<file path="src/rtl/core/assert_macros.svh">
// Assertion helpers; compiled out for synthesis.
`ifndef ASSERT_MACROS_SVH
`define ASSERT_MACROS_SVH

`ifndef SYNTHESIS
// Checked at every clock edge outside reset.
`define CLF_ASSERT(label, prop, msg) \
   label: assert property (@(posedge clock) disable iff (reset) prop) else $error(msg);
// Checked at every clock edge, reset included.
`define CLF_ASSERT_ALWAYS(label, prop, msg) \
   label: assert property (@(posedge clock) prop) else $error(msg);
`else
`define CLF_ASSERT(label, prop, msg)
`define CLF_ASSERT_ALWAYS(label, prop, msg)
`endif

`endif

</file>
<file path="src/rtl/core/clf_pkg.sv">
package clf_pkg;

   // Significant bits of a request length.
   localparam int COUNT_WIDTH = 16;
   localparam logic [15:0] COUNT_MASK =
      (COUNT_WIDTH >= 16) ? 16'hFFFF : 16'((1 << COUNT_WIDTH) - 1);

   typedef enum logic [2:0] {
      CMD_OPEN_REQ   = 3'd0,
      CMD_CLOSE_REQ  = 3'd1,
      CMD_WRITE_REQ  = 3'd2,
      CMD_READ_REQ   = 3'd3,
      CMD_OPEN_DONE  = 3'd4,
      CMD_READ_DONE  = 3'd5,
      CMD_WRITE_DONE = 3'd6
   } cmd_type;

   typedef enum logic [1:0] {
      ST_OK      = 2'd0,
      ST_INVALID = 2'd1,
      ST_BAD_ARG = 2'd2
   } status_type;

   typedef enum logic [2:0] {
      ACT_NONE        = 3'd0,
      ACT_START_OPEN  = 3'd1,
      ACT_CLOSE       = 3'd2,
      ACT_ABORT_OPEN  = 3'd3,
      ACT_START_WRITE = 3'd4,
      ACT_START_READ  = 3'd5
   } action_type;

   typedef enum logic [2:0] {
      NTF_NONE        = 3'd0,
      NTF_LAYER_UP    = 3'd1,
      NTF_OPEN_FAILED = 3'd2,
      NTF_LAYER_DOWN  = 3'd3,
      NTF_SEND_DONE   = 3'd4,
      NTF_DATA_RECV   = 3'd5
   } notify_type;

   // Bit 0 is open, bit 4 is closing.
   typedef struct packed {
      logic closing;
      logic writing;
      logic reading;
      logic opening;
      logic open;
   } flags_type;

   typedef struct packed {
      logic [2:0]  cmd;
      logic        error;
      logic [15:0] byte_count;
      logic [31:0] buffer_ref;
   } req_type;

   typedef struct packed {
      status_type  status;
      action_type  action;
      notify_type  note;
      logic [31:0] buffer_out;
      logic [15:0] count_out;
      flags_type   flags;
   } rsp_type;

endpackage

</file>
<file path="src/rtl/core/clf_step.sv">
// One event against the current flags: guard checks, flag update, outputs.
module clf_step (
   input  clf_pkg::flags_type flags,
   input  logic               notify_enable,
   input  clf_pkg::req_type   req,
   output clf_pkg::rsp_type   rsp
);

   function automatic logic close_ready(clf_pkg::flags_type f);
      close_ready = f.closing && !(f.opening || f.reading || f.writing);
   endfunction

   function automatic logic may_close(clf_pkg::flags_type f);
      may_close = (f.open || f.opening) && !f.closing;
   endfunction

   clf_pkg::flags_type   f;
   clf_pkg::status_type  status;
   clf_pkg::action_type  action;
   clf_pkg::notify_type  note;
   logic [31:0]          bout;
   logic [15:0]          cout;
   logic [15:0]          cnt;
   logic                 busy;

   always_comb begin
      f      = flags;
      status = clf_pkg::ST_OK;
      action = clf_pkg::ACT_NONE;
      note   = clf_pkg::NTF_NONE;
      bout   = '0;
      cout   = '0;
      cnt    = req.byte_count & clf_pkg::COUNT_MASK;
      busy   = 1'b0;

      case (clf_pkg::cmd_type'(req.cmd))
         clf_pkg::CMD_OPEN_REQ: begin
            if (f == '0) begin
               f.opening = 1'b1;
               action    = clf_pkg::ACT_START_OPEN;
            end else begin
               status = clf_pkg::ST_INVALID;
            end
         end
         clf_pkg::CMD_CLOSE_REQ: begin
            if (!f.closing) begin
               if (may_close(f)) begin
                  f.closing = 1'b1;
                  action    = f.opening ? clf_pkg::ACT_ABORT_OPEN : clf_pkg::ACT_CLOSE;
               end else begin
                  status = clf_pkg::ST_INVALID;
               end
            end
            if (status == clf_pkg::ST_OK && close_ready(f)) begin
               f.closing = 1'b0;
               f.open    = 1'b0;
               note      = clf_pkg::NTF_LAYER_DOWN;
            end
         end
         clf_pkg::CMD_WRITE_REQ, clf_pkg::CMD_READ_REQ: begin
            busy = (req.cmd == clf_pkg::CMD_WRITE_REQ) ? f.writing : f.reading;
            if (cnt == '0) begin
               status = clf_pkg::ST_BAD_ARG;
            end else if (f.open && !f.closing && !busy) begin
               if (req.cmd == clf_pkg::CMD_WRITE_REQ) begin
                  f.writing = 1'b1;
                  action    = clf_pkg::ACT_START_WRITE;
               end else begin
                  f.reading = 1'b1;
                  action    = clf_pkg::ACT_START_READ;
               end
               bout = req.buffer_ref;
               cout = cnt;
            end else begin
               status = clf_pkg::ST_INVALID;
            end
         end
         clf_pkg::CMD_OPEN_DONE: begin
            if (f.opening) begin
               f.opening = 1'b0;
               if (req.error || f.closing) begin
                  // failed open, or open finished under a pending close
                  if (close_ready(f)) begin
                     f.closing = 1'b0;
                     f.open    = 1'b0;
                  end
                  note = clf_pkg::NTF_OPEN_FAILED;
                  if (!req.error) action = clf_pkg::ACT_CLOSE;
               end else begin
                  f.open = 1'b1;
                  note   = clf_pkg::NTF_LAYER_UP;
               end
            end else begin
               status = clf_pkg::ST_INVALID;
            end
         end
         clf_pkg::CMD_READ_DONE, clf_pkg::CMD_WRITE_DONE: begin
            busy = (req.cmd == clf_pkg::CMD_WRITE_DONE) ? f.writing : f.reading;
            if (busy) begin
               if (req.cmd == clf_pkg::CMD_WRITE_DONE) f.writing = 1'b0;
               else                                    f.reading = 1'b0;
               if (req.error) begin
                  if (may_close(f)) begin
                     f.closing = 1'b1;
                     action    = f.opening ? clf_pkg::ACT_ABORT_OPEN : clf_pkg::ACT_CLOSE;
                  end
               end else if (!f.closing) begin
                  if (req.cmd == clf_pkg::CMD_READ_DONE) begin
                     note = clf_pkg::NTF_DATA_RECV;
                     bout = req.buffer_ref;
                     cout = cnt;
                  end else begin
                     note = clf_pkg::NTF_SEND_DONE;
                  end
               end
               if (close_ready(f)) begin
                  f.closing = 1'b0;
                  f.open    = 1'b0;
                  note      = clf_pkg::NTF_LAYER_DOWN;
               end
            end else begin
               status = clf_pkg::ST_INVALID;
            end
         end
         default: begin
            status = clf_pkg::ST_BAD_ARG;
         end
      endcase

      // rejected: flags stay, nothing started or raised
      if (status != clf_pkg::ST_OK) begin
         f      = flags;
         action = clf_pkg::ACT_NONE;
         note   = clf_pkg::NTF_NONE;
         bout   = '0;
         cout   = '0;
      end

      // no upper handler: drop the notice and its data
      if (!notify_enable) begin
         if (note == clf_pkg::NTF_DATA_RECV) begin
            bout = '0;
            cout = '0;
         end
         note = clf_pkg::NTF_NONE;
      end

      rsp.status     = status;
      rsp.action     = action;
      rsp.note       = note;
      rsp.buffer_out = bout;
      rsp.count_out  = cout;
      rsp.flags      = f;
   end

endmodule

</file>
<file path="src/rtl/core/channel_lifecycle_fsm.sv">
// Channel    | Handshake               | Carries
// -----------+-------------------------+----------------------------------------
// req_       | req_valid / req_ready   | event: cmd, error, byte_count, buffer_ref
// rsp_       | rsp_valid / rsp_ready   | status, action, notify, buffer, count, flags
// csr_       | csr_write_enable        | notify_enable (1 bit), no read-back
//
// One request per cycle sustained while rsp_ready is high; a request passes the
// input register, then the result register that drives rsp_valid. The flag update
// sits in the single combinational step between those two registers, so back-to-back
// requests see the flags of the one before. Synchronous active-high reset clears
// both valid bits, the flags (channel closed) and notify_enable. A stalled rsp_ready
// holds the result; req_ready drops only once the input register is also full.

`include "assert_macros.svh"

module channel_lifecycle_fsm (
   input  logic        clock,
   input  logic        reset,

   input  logic        req_valid,
   output logic        req_ready,
   input  logic [2:0]  req_cmd,
   input  logic        req_error,
   input  logic [15:0] req_byte_count,
   input  logic [31:0] req_buffer_ref,

   output logic        rsp_valid,
   input  logic        rsp_ready,
   output logic [1:0]  rsp_status,
   output logic [2:0]  rsp_lower_action,
   output logic [2:0]  rsp_notify,
   output logic [31:0] rsp_buffer_out,
   output logic [15:0] rsp_count_out,
   output logic [4:0]  rsp_flags_out,

   input  logic        csr_write_enable,
   input  logic        csr_write_data
);

   // input stage
   logic              in_valid_ff;
   logic              in_valid_in;
   clf_pkg::req_type  in_req_ff;

   // result stage
   logic              rsp_valid_ff;
   logic              rsp_valid_in;
   clf_pkg::rsp_type  rsp_ff;
   clf_pkg::rsp_type  step_rsp;

   // channel state
   clf_pkg::flags_type flags_ff;
   clf_pkg::flags_type flags_in;
   logic               notify_enable_ff;

   logic              advance;   // input stage moves into result stage

   assign advance   = in_valid_ff && (!rsp_valid_ff || rsp_ready);
   assign req_ready = !in_valid_ff || advance;

   assign in_valid_in  = req_ready ? req_valid : in_valid_ff;
   assign rsp_valid_in = advance ? 1'b1 : (rsp_ready ? 1'b0 : rsp_valid_ff);
   assign flags_in     = advance ? step_rsp.flags : flags_ff;

   clf_step u_step (
      .flags         (flags_ff),
      .notify_enable (notify_enable_ff),
      .req           (in_req_ff),
      .rsp           (step_rsp)
   );

   always_ff @(posedge clock) begin
      if (reset) begin
         in_valid_ff      <= 1'b0;
         rsp_valid_ff     <= 1'b0;
         flags_ff         <= '0;
         notify_enable_ff <= 1'b0;
      end else begin
         in_valid_ff  <= in_valid_in;
         rsp_valid_ff <= rsp_valid_in;
         flags_ff     <= flags_in;
         if (csr_write_enable) notify_enable_ff <= csr_write_data;
      end
   end

   // payload registers, no reset
   always_ff @(posedge clock) begin
      if (req_valid && req_ready) begin
         in_req_ff.cmd        <= req_cmd;
         in_req_ff.error      <= req_error;
         in_req_ff.byte_count <= req_byte_count;
         in_req_ff.buffer_ref <= req_buffer_ref;
      end
      if (advance) rsp_ff <= step_rsp;
   end

   assign rsp_valid        = rsp_valid_ff;
   assign rsp_status       = rsp_ff.status;
   assign rsp_lower_action = rsp_ff.action;
   assign rsp_notify       = rsp_ff.note;
   assign rsp_buffer_out   = rsp_ff.buffer_out;
   assign rsp_count_out    = rsp_ff.count_out;
   assign rsp_flags_out    = rsp_ff.flags;

   // terms for the checks below
   logic rsp_rejected;
   logic rsp_quiet;
   logic xfer_pending;
   logic pipe_full;

   assign rsp_rejected = rsp_valid_ff && (rsp_ff.status != clf_pkg::ST_OK);
   assign rsp_quiet    = (rsp_ff.action == clf_pkg::ACT_NONE)
                         && (rsp_ff.note == clf_pkg::NTF_NONE);
   assign xfer_pending = flags_ff.reading || flags_ff.writing;
   assign pipe_full    = in_valid_ff && rsp_valid_ff && !rsp_ready;

   // a rejected request never starts or raises anything
   `CLF_ASSERT(a_reject_quiet, rsp_rejected |-> rsp_quiet, "rejected request with action or notice")
   // open and opening are never both set
   `CLF_ASSERT(a_open_excl, !(flags_ff.open && flags_ff.opening), "open and opening set together")
   // a transfer in flight implies the channel is open
   `CLF_ASSERT(a_xfer_open, xfer_pending |-> flags_ff.open, "transfer pending while not open")
   // back-pressure only when both stages hold a request
   `CLF_ASSERT(a_ready_full, !req_ready |-> pipe_full, "req_ready low with room in the pipeline")

endmodule
</file>
<file path="config.mk">
export PLATFORM = sky130hd
export DESIGN_NAME = channel_lifecycle_fsm
export DESIGN_NICKNAME = d
export VERILOG_FILES = /design/src/rtl/core/clf_pkg.sv /design/src/rtl/core/clf_step.sv /design/src/rtl/core/channel_lifecycle_fsm.sv
export VERILOG_INCLUDE_DIRS = /design/src /design/src/rtl/core
export SDC_FILE = /design/constraint.sdc
export NUM_CORES = 1
export LEC_CHECK = 0
export ABC_AREA = 1
export BUFFER_PORTS_ARGS = -buffer_cell sky130_fd_sc_hd__clkbuf_2
export CAP_MARGIN = 20
export CORE_MARGIN = 1.5
export CORE_UTILIZATION = 50
export CTS_BUF_LIST = sky130_fd_sc_hd__clkbuf_16
export CTS_CLUSTER_DIAMETER = 100
export DETAILED_ROUTE_END_ITERATION = 8
export GPL_TIMING_DRIVEN = 1
export PLACE_DENSITY = 0.87
export SETUP_SLACK_MARGIN = 0.3
export SLEW_MARGIN = 20
export SYNTH_ARGS = -nofsm -noshare
export SYNTH_HDL_FRONTEND = slang
export SYNTH_SLANG_ARGS = --single-unit
</file>
<file path="constraint.sdc">
create_clock -name clock -period 5.6 [get_ports clock]
set_input_delay 0.56 -clock clock [delete_from_list [all_inputs] [get_ports clock]]
set_output_delay 0.56 -clock clock [all_outputs]
set_load 0.05 [all_outputs]
</file>
==> impl_metrics.toml, run 1 <==
[detailed_routing]
avgViaCountPerCell = 5.13
totalWireLength_um = 9590
detail_route.first_pass.iterations = 5
drt-wirelength-per-cell_um = 15.1
post_drt_antenna_nets = 0
drt_drc_violations_left = 0
route.vias.total = 3258
drt-initial-drc-count = 191

[floorplan]
die_y_um = 100
die_footprint_mm2 = 0.0100
ios = 121
core_area_mm2 = 0.00920
core.rowCount = 35
start_util = 0.514
floorplan.die.width_um = 100

[setup_path]
timing.critical_path.slowest_cell_delay_ns = 0.47
critical_path.max_fanout = 48
data_arrival_time_of_the_worst_path_ns = 2.38
rr_worst_depth = 9
worst_setup_path_end_kind = "flip-flop"
crit_required_ns = 5.73
critical_path.cell_chain = "inv_1, nand3_1, nand2_1, nand2_1, nor2_2, nand2_1, nor3b_4, buf_4, nor3_1"
cp_top_family = "simple AND/OR/NAND/NOR gates"
worst-path-buf-inv = 2
crit_slowest_cell = "sky130_fd_sc_hd__edfxtp_1"
crit_top_cell = "sky130_fd_sc_hd__nand2_1"
worst_setup_path_start_kind = "flip-flop"
crit_cells = 9
critical_path_class = "reg -> reg"

[layout]
fillerInstances = 676
mostFrequentLayoutCells = "sky130_fd_sc_hd__clkbuf_2 (120), sky130_fd_sc_hd__edfxtp_1 (113), sky130_fd_sc_hd__nand2_1 (66)"
final_layout_size_suffix_gt1_frac = 0.313
area_growth_pct = 26.8
num_antenna_cells = 0
nNetsFinal = 569
layout.cells.most_common = "sky130_fd_sc_hd__clkbuf_2"

[sta]
finalSetupViolations = 0
final.setup.tns_ns = 0
timing.slew.headroom = 0.407
max_slew.worst_pin.slew_ns = 0.888
hold_viol_final = 0
finalClockSkew_ns = 0.0103
fmax_mhz = 444
final_max_tran_viols = 0
fin_crit_sh = 0.402
rsz_0062_raised_after_global_routing = "no"
timing.final.crit_period_ns = 2.25

[worst_hold_path]
hold-path-cell-count = 1
worstHoldPathType = "in -> reg"

[clock_tree]
clock-root-buffer = "sky130_fd_sc_hd__clkbuf_16"
insertion_delay_ns = 0.41
post_cts_resized = 0
htree_num_levels = 4
clock_tree_from_tritoncts = "done"
cts_hold_buf = 0
worst_setup_hold_path_clk_slew_ns = 0.06
cts_buffers = 17
cts_setup_buffers = 0
clock_sink_count = 121
cts-root-to-sink-buffers = 2

[synth]
yosysSeqAreaShare = 0.752
mappedNetlistNets = 438
syn_avg_cell_area_um2 = 12.4
ys_warn_count = 0
netlist_area_mm2 = 0.00473
syn_inst = 380
netlist-cell-type-count = 28
synth-seq-cells = 121

[flow_run]
cap_violations = 0

[global_route]
track_usage = 0.201
grt_overflow = 0
grt_start_max_net_pins = 53
vias_in_the_first_global_route = 3119
wire_length_of_the_first_global_routing_pass_um = 14900
grt_antenna_before_repair = 0

[pwr]
p_comb_frac = 0.076
power.share.switching = 0.236
power.leakage_nw = 2.60
ir_drop_v = 0.000198
power.switching_w = 0.000535
p_int_w = 0.00173
report.power.total_w = 0.00227
p_seq_frac = 0.465
power.density_cell_area_mw_per_mm2 = 378
p_clk_frac = 0.459

[run_status]
outcome = "finished clean"

[placement]
gp_congestion = 0.889
port_buffers = 120
hpwlAfterDp_um = 6570
routing by layer:
metal / GRT usage / wire (um) / up-vias
met5: 0 / 0 / -
met4: 0.109 / 236 / 0
met3: 0.0494 / 708 / 19
met2: 0.320 / 4720 / 182
met1: 0.257 / 3930 / 1478
li1: - / - / 1579
final timing paths:
path	start	endpoint	slack [ns]
max	in_req_ff[49]$_DFFE_PP_	rsp_count_out[11]$_DFFE_PP_	3.35
min reg2reg	rsp_valid$_SDFFE_PP0P_	rsp_valid$_SDFFE_PP0P_	0.51
max reg2reg	in_req_ff[49]$_DFFE_PP_	rsp_count_out[11]$_DFFE_PP_	3.35
min	req_buffer_ref[4]	in_req_ff[4]$_DFFE_PP_	0.32
registers in the layout, indices dropped and copies added, names as in the netlist:
register          cells
flags_ff              5
in_req_ff            52
in_valid_ff           1
notify_enable_ff      1
rsp_buffer_out       32
rsp_count_out        16
rsp_flags_out         5
rsp_lower_action      3
rsp_notify            3
rsp_status            2
rsp_valid             1
Yosys cell counts:
cell type	instances	area, um2
sky130_fd_sc_hd__buf_1	1	3.75
sky130_fd_sc_hd__a211o_1	1	8.76
sky130_fd_sc_hd__nand3b_1	1	7.51
sky130_fd_sc_hd__o211ai_1	2	15.0
sky130_fd_sc_hd__dfxtp_1	8	160
sky130_fd_sc_hd__buf_6	3	33.8
sky130_fd_sc_hd__nor3_1	20	100
sky130_fd_sc_hd__nor4_1	1	6.26
sky130_fd_sc_hd__inv_1	46	173
sky130_fd_sc_hd__and3_1	1	6.26
sky130_fd_sc_hd__a31oi_1	1	6.26
sky130_fd_sc_hd__nand4_1	8	50.1
sky130_fd_sc_hd__o21a_1	1	7.51
sky130_fd_sc_hd__buf_2	5	25.0
sky130_fd_sc_hd__inv_2	2	7.51
sky130_fd_sc_hd__nor2_1	51	191
sky130_fd_sc_hd__buf_4	2	15.0
sky130_fd_sc_hd__nor3_4	1	16.3
sky130_fd_sc_hd__nand2_1	66	248
sky130_fd_sc_hd__o21ai_2	1	8.76
sky130_fd_sc_hd__nand3_2	1	10.0
sky130_fd_sc_hd__nor3b_2	1	12.5
sky130_fd_sc_hd__o22ai_1	2	12.5
sky130_fd_sc_hd__nand3_1	19	95.1
sky130_fd_sc_hd__o21ai_0	9	45.0
sky130_fd_sc_hd__edfxtp_1	113	3390
sky130_fd_sc_hd__nor2_2	3	18.8
sky130_fd_sc_hd__a21oi_1	10	50.1
metrics by stage:
step	worst slack, ns	hold slack, ns	util	cells	instance area, um2
2_1_floorplan	3.02	0.535	-	380	4730
3_3_place_gp	3.43	0.495	0.589	603	5420
3_5_place_dp	3.35	0.501	0.589	603	5420
4_1_cts	3.36	0.305	0.652	635	5990
5_1_grt	3.15	0.303	0.652	635	6000
6_report	3.35	0.325	0.652	635	6000
cell type report:
class / instances / area (um2) / area share
sequential: 121 / 3550 / 0.593
inverter: 48 / 181 / 0.0303
timing repair buffer: 123 / 623 / 0.104
clock buffer: 17 / 425 / 0.0710
tap: 111 / 139 / 0.0232
multi-input combinational: 200 / 922 / 0.154
clock inverter: 15 / 151 / 0.0253
kinds of logic (layout without fill, tap and decap cells):
| kind of cell | count (synthesis) | in the layout | synth area share |
|---|---|---|---|
| AOI/OAI and AO/OA | 27 | 27 | 0.0326 |
| buffers and inverters | 59 | 203 | 0.0545 |
| DFF | 121 | 121 | 0.752 |
| and+or+nand+nor | 173 | 173 | 0.161 |
power groups by stage:
stage / clock, W / sequential (W) / combinational [W]
6_report: 0.00104 / 0.00106 / 0.000173
5_1_grt: 0.00110 / 0.00106 / 0.000189
4_1_cts: 0.00106 / 0.00106 / 0.000174
3_5_place_dp: 0 / 0.00107 / 0.000173
3_3_place_gp: 0 / 0.00107 / 0.000170
2_1_floorplan: 0 / 0.00112 / 0.0000654
(Power assumes the default switching activity.)
==> run 2, diff against run 1 <==
--- a/config.mk
+++ b/config.mk
@@ -10,12 +10,12 @@
 export BUFFER_PORTS_ARGS = -buffer_cell sky130_fd_sc_hd__clkbuf_2
 export CAP_MARGIN = 20
 export CORE_MARGIN = 1.5
-export CORE_UTILIZATION = 50
+export CORE_UTILIZATION = 47
 export CTS_BUF_LIST = sky130_fd_sc_hd__clkbuf_16
 export CTS_CLUSTER_DIAMETER = 100
 export DETAILED_ROUTE_END_ITERATION = 8
 export GPL_TIMING_DRIVEN = 1
-export PLACE_DENSITY = 0.87
+export PLACE_DENSITY = 0.86
 export SETUP_SLACK_MARGIN = 0.3
 export SLEW_MARGIN = 20
 export SYNTH_ARGS = -nofsm -noshare
==> constraint.sdc (replaced) <==
create_clock -name clock -period 1.9 [get_ports clock]
set_input_delay 0.19 -clock clock [delete_from_list [all_inputs] [get_ports clock]]
set_output_delay 0.19 -clock clock [all_outputs]
set_load 0.05 [all_outputs]
==> impl_metrics.toml, run 2 (synthesized netlist as in run 1, its figures left out) <==
[pwr]
power.density_cell_area_mw_per_mm2 = 973
ir_drop_v = 0.000567
power.leakage_nw = 3.12

[global_route]
grt_antenna_before_repair = 0
grt_overflow = 0
wire_length_of_the_first_global_routing_pass_um = 17000
vias_in_the_first_global_route = 3577
track_usage = 0.221
grt_start_max_net_pins = 53

[setup_path]
cp_top_family = "simple AND/OR/NAND/NOR gates"
critPathLaunch = "in_req_ff[49]$_DFFE_PP_"
worst_setup_path_end_kind = "flip-flop"
crit_required_ns = 2.05
worst_setup_path_start_kind = "flip-flop"
reg_to_reg_start = "in_req_ff[49]$_DFFE_PP_"
crit_slowest_cell = "sky130_fd_sc_hd__edfxtp_1"
critical_path_class = "reg -> reg"
worst-r2r-setup-slack_ns = -0.14
timing.critical_path.slowest_cell_delay_ns = 0.43
worst-path-buf-inv = 4
critical_path.max_fanout = 6
data_arrival_time_of_the_worst_path_ns = 2.19
critical_path.cell_chain = "inv_2, nor3_4, buf_4, nand3_4, nand2_2, nor3b_4, buf_6, clkbuf_16, nor3_2"

[detailed_routing]
drt_drc_violations_left = 0
detail_route.first_pass.iterations = 5
drt-initial-drc-count = 223
route.vias.total = 3700
drt-wirelength-per-cell_um = 15.8
post_drt_antenna_nets = 0
avgViaCountPerCell = 4.93
totalWireLength_um = 11900

[layout]
largest_reg_flops = 52
design_area_mm2 = 0.00732
biggest_register = "in_req_ff"
final-instance-count-excl-fill = 750
nNetsFinal = 662
layout.cells.most_common = "sky130_fd_sc_hd__clkbuf_2"
mostFrequentLayoutCells = "sky130_fd_sc_hd__clkbuf_2 (120), sky130_fd_sc_hd__edfxtp_1 (113), sky130_fd_sc_hd__nand2_1 (52), sky130_fd_sc_hd__dlygate4sd3_1 (52), sky130_fd_sc_hd__inv_1 (44)"
fillerInstances = 592
area_growth_pct = 54.9
final_layout_size_suffix_gt1_frac = 0.412
num_antenna_cells = 0

[sta]
finalSetupViolations = 48
hold_viol_final = 0
max_slew.worst_pin.slew_ns = 0.457
finalClockSkew_ns = 0.00994
fin_ws_ns = -0.144
fin_crit_sh = 1.08
timing.final.crit_period_ns = 2.04
rsz_0062_raised_after_global_routing = "yes"
timing.slew.headroom = 0.696
final_max_tran_viols = 0
fmax_mhz = 489

[worst_hold_path]
worst_hold_startpoint = "csr_write_data"
worstHoldPathType = "in -> reg"

[clock_tree]
clock_tree_from_tritoncts = "done"
clock_sink_count = 121
cts-root-to-sink-buffers = 2
insertion_delay_ns = 0.41
worst_setup_hold_path_clk_slew_ns = 0.05
clock-root-buffer = "sky130_fd_sc_hd__clkbuf_16"
cts_buffers = 17
htree_num_levels = 4

[floorplan]
ios = 121
die_y_um = 103
core_area_mm2 = 0.00977
die_footprint_mm2 = 0.0107
floorplan.die.width_um = 103
core.rowCount = 36
start_util = 0.484

[placement]
hpwlAfterDp_um = 6750
post-place-cells = 643
port_buffers = 120
placement.cell_area_mm2 = 0.00575
detailedPlace.worstSlack_ns = -0.0702
gp_congestion = 0.850

[run_status]
violated_checks = "setup timing"
outcome = "finished with violations"

[flow_run]
cap_violations = 0
[run 2: cell count changes in the layout (fill, tap and decap cells not counted), sizes merged]
cell	previous run	this run
buf	3	41
bufinv	2	4
clkinv	11	3
dlygate4sd3	0	52
inv	49	51
clkinvlp	1	5
clkbuf	137	140
[run 2: layer usage]
metal  up-vias  track usage  share of wire
li1       1765            -              -
met1      1737        0.249           0.38
met2       168        0.392           0.54
met3        30       0.0511          0.055
met4         0        0.113          0.025
met5         -            0              0
[run 2: worst min-delay path: stages]
cell,delay [ns]
sky130_fd_sc_hd__clkbuf_2,0.07
sky130_fd_sc_hd__a21oi_1,0.05
sky130_fd_sc_hd__nor2_1,0.08
[run 2: final cells by class]
cell class | count | area [um2] | area share
clock inverter | 15 | 184 | 0.0251
clock buffer | 17 | 425 | 0.0581
multi-input combinational | 200 | 1180 | 0.161
timing repair buffer | 216 | 1620 | 0.221
tap | 133 | 166 | 0.0227
sequential | 121 | 3560 | 0.486
inverter | 48 | 195 | 0.0267
[run 2: per-stage QoR]
stage               hold slack, ns  total power [W]  setup TNS, ns   util
floorplan                    0.289          0.00352          -2.81      -
global placement             0.368          0.00371         -0.444  0.588
detailed placement           0.369          0.00372          -1.83  0.588
CTS                         0.0164          0.00710         -0.826  0.721
global route                0.0489          0.00734          -8.38  0.749
finish                      0.0294          0.00713          -4.19  0.749
[run 2: power by group]
part           internal (W)  total [W]  switching [W]
Clock               0.00217    0.00329        0.00112
Combinational      0.000264   0.000727       0.000463
Sequential          0.00306    0.00311      0.0000527
[run 2: what timing repair did]
action,CTS,global route
gates resized for setup,18,37
endpoints found under the hold margin,52,0
setup endpoints to repair,53,61
setup buffers,7,9
hold buffers,52,0
cloned,3,4
pin swaps,1,10
[run 2: worst paths after layout]
check                                        to  cells past startpoint
hold reg to reg          rsp_valid$_SDFFE_PP0P_                      2
hold / removal    notify_enable_ff$_SDFFE_PP0P_                      3
setup reg to reg     rsp_count_out[6]$_DFFE_PP_                      9
setup / recovery     rsp_count_out[6]$_DFFE_PP_                      9
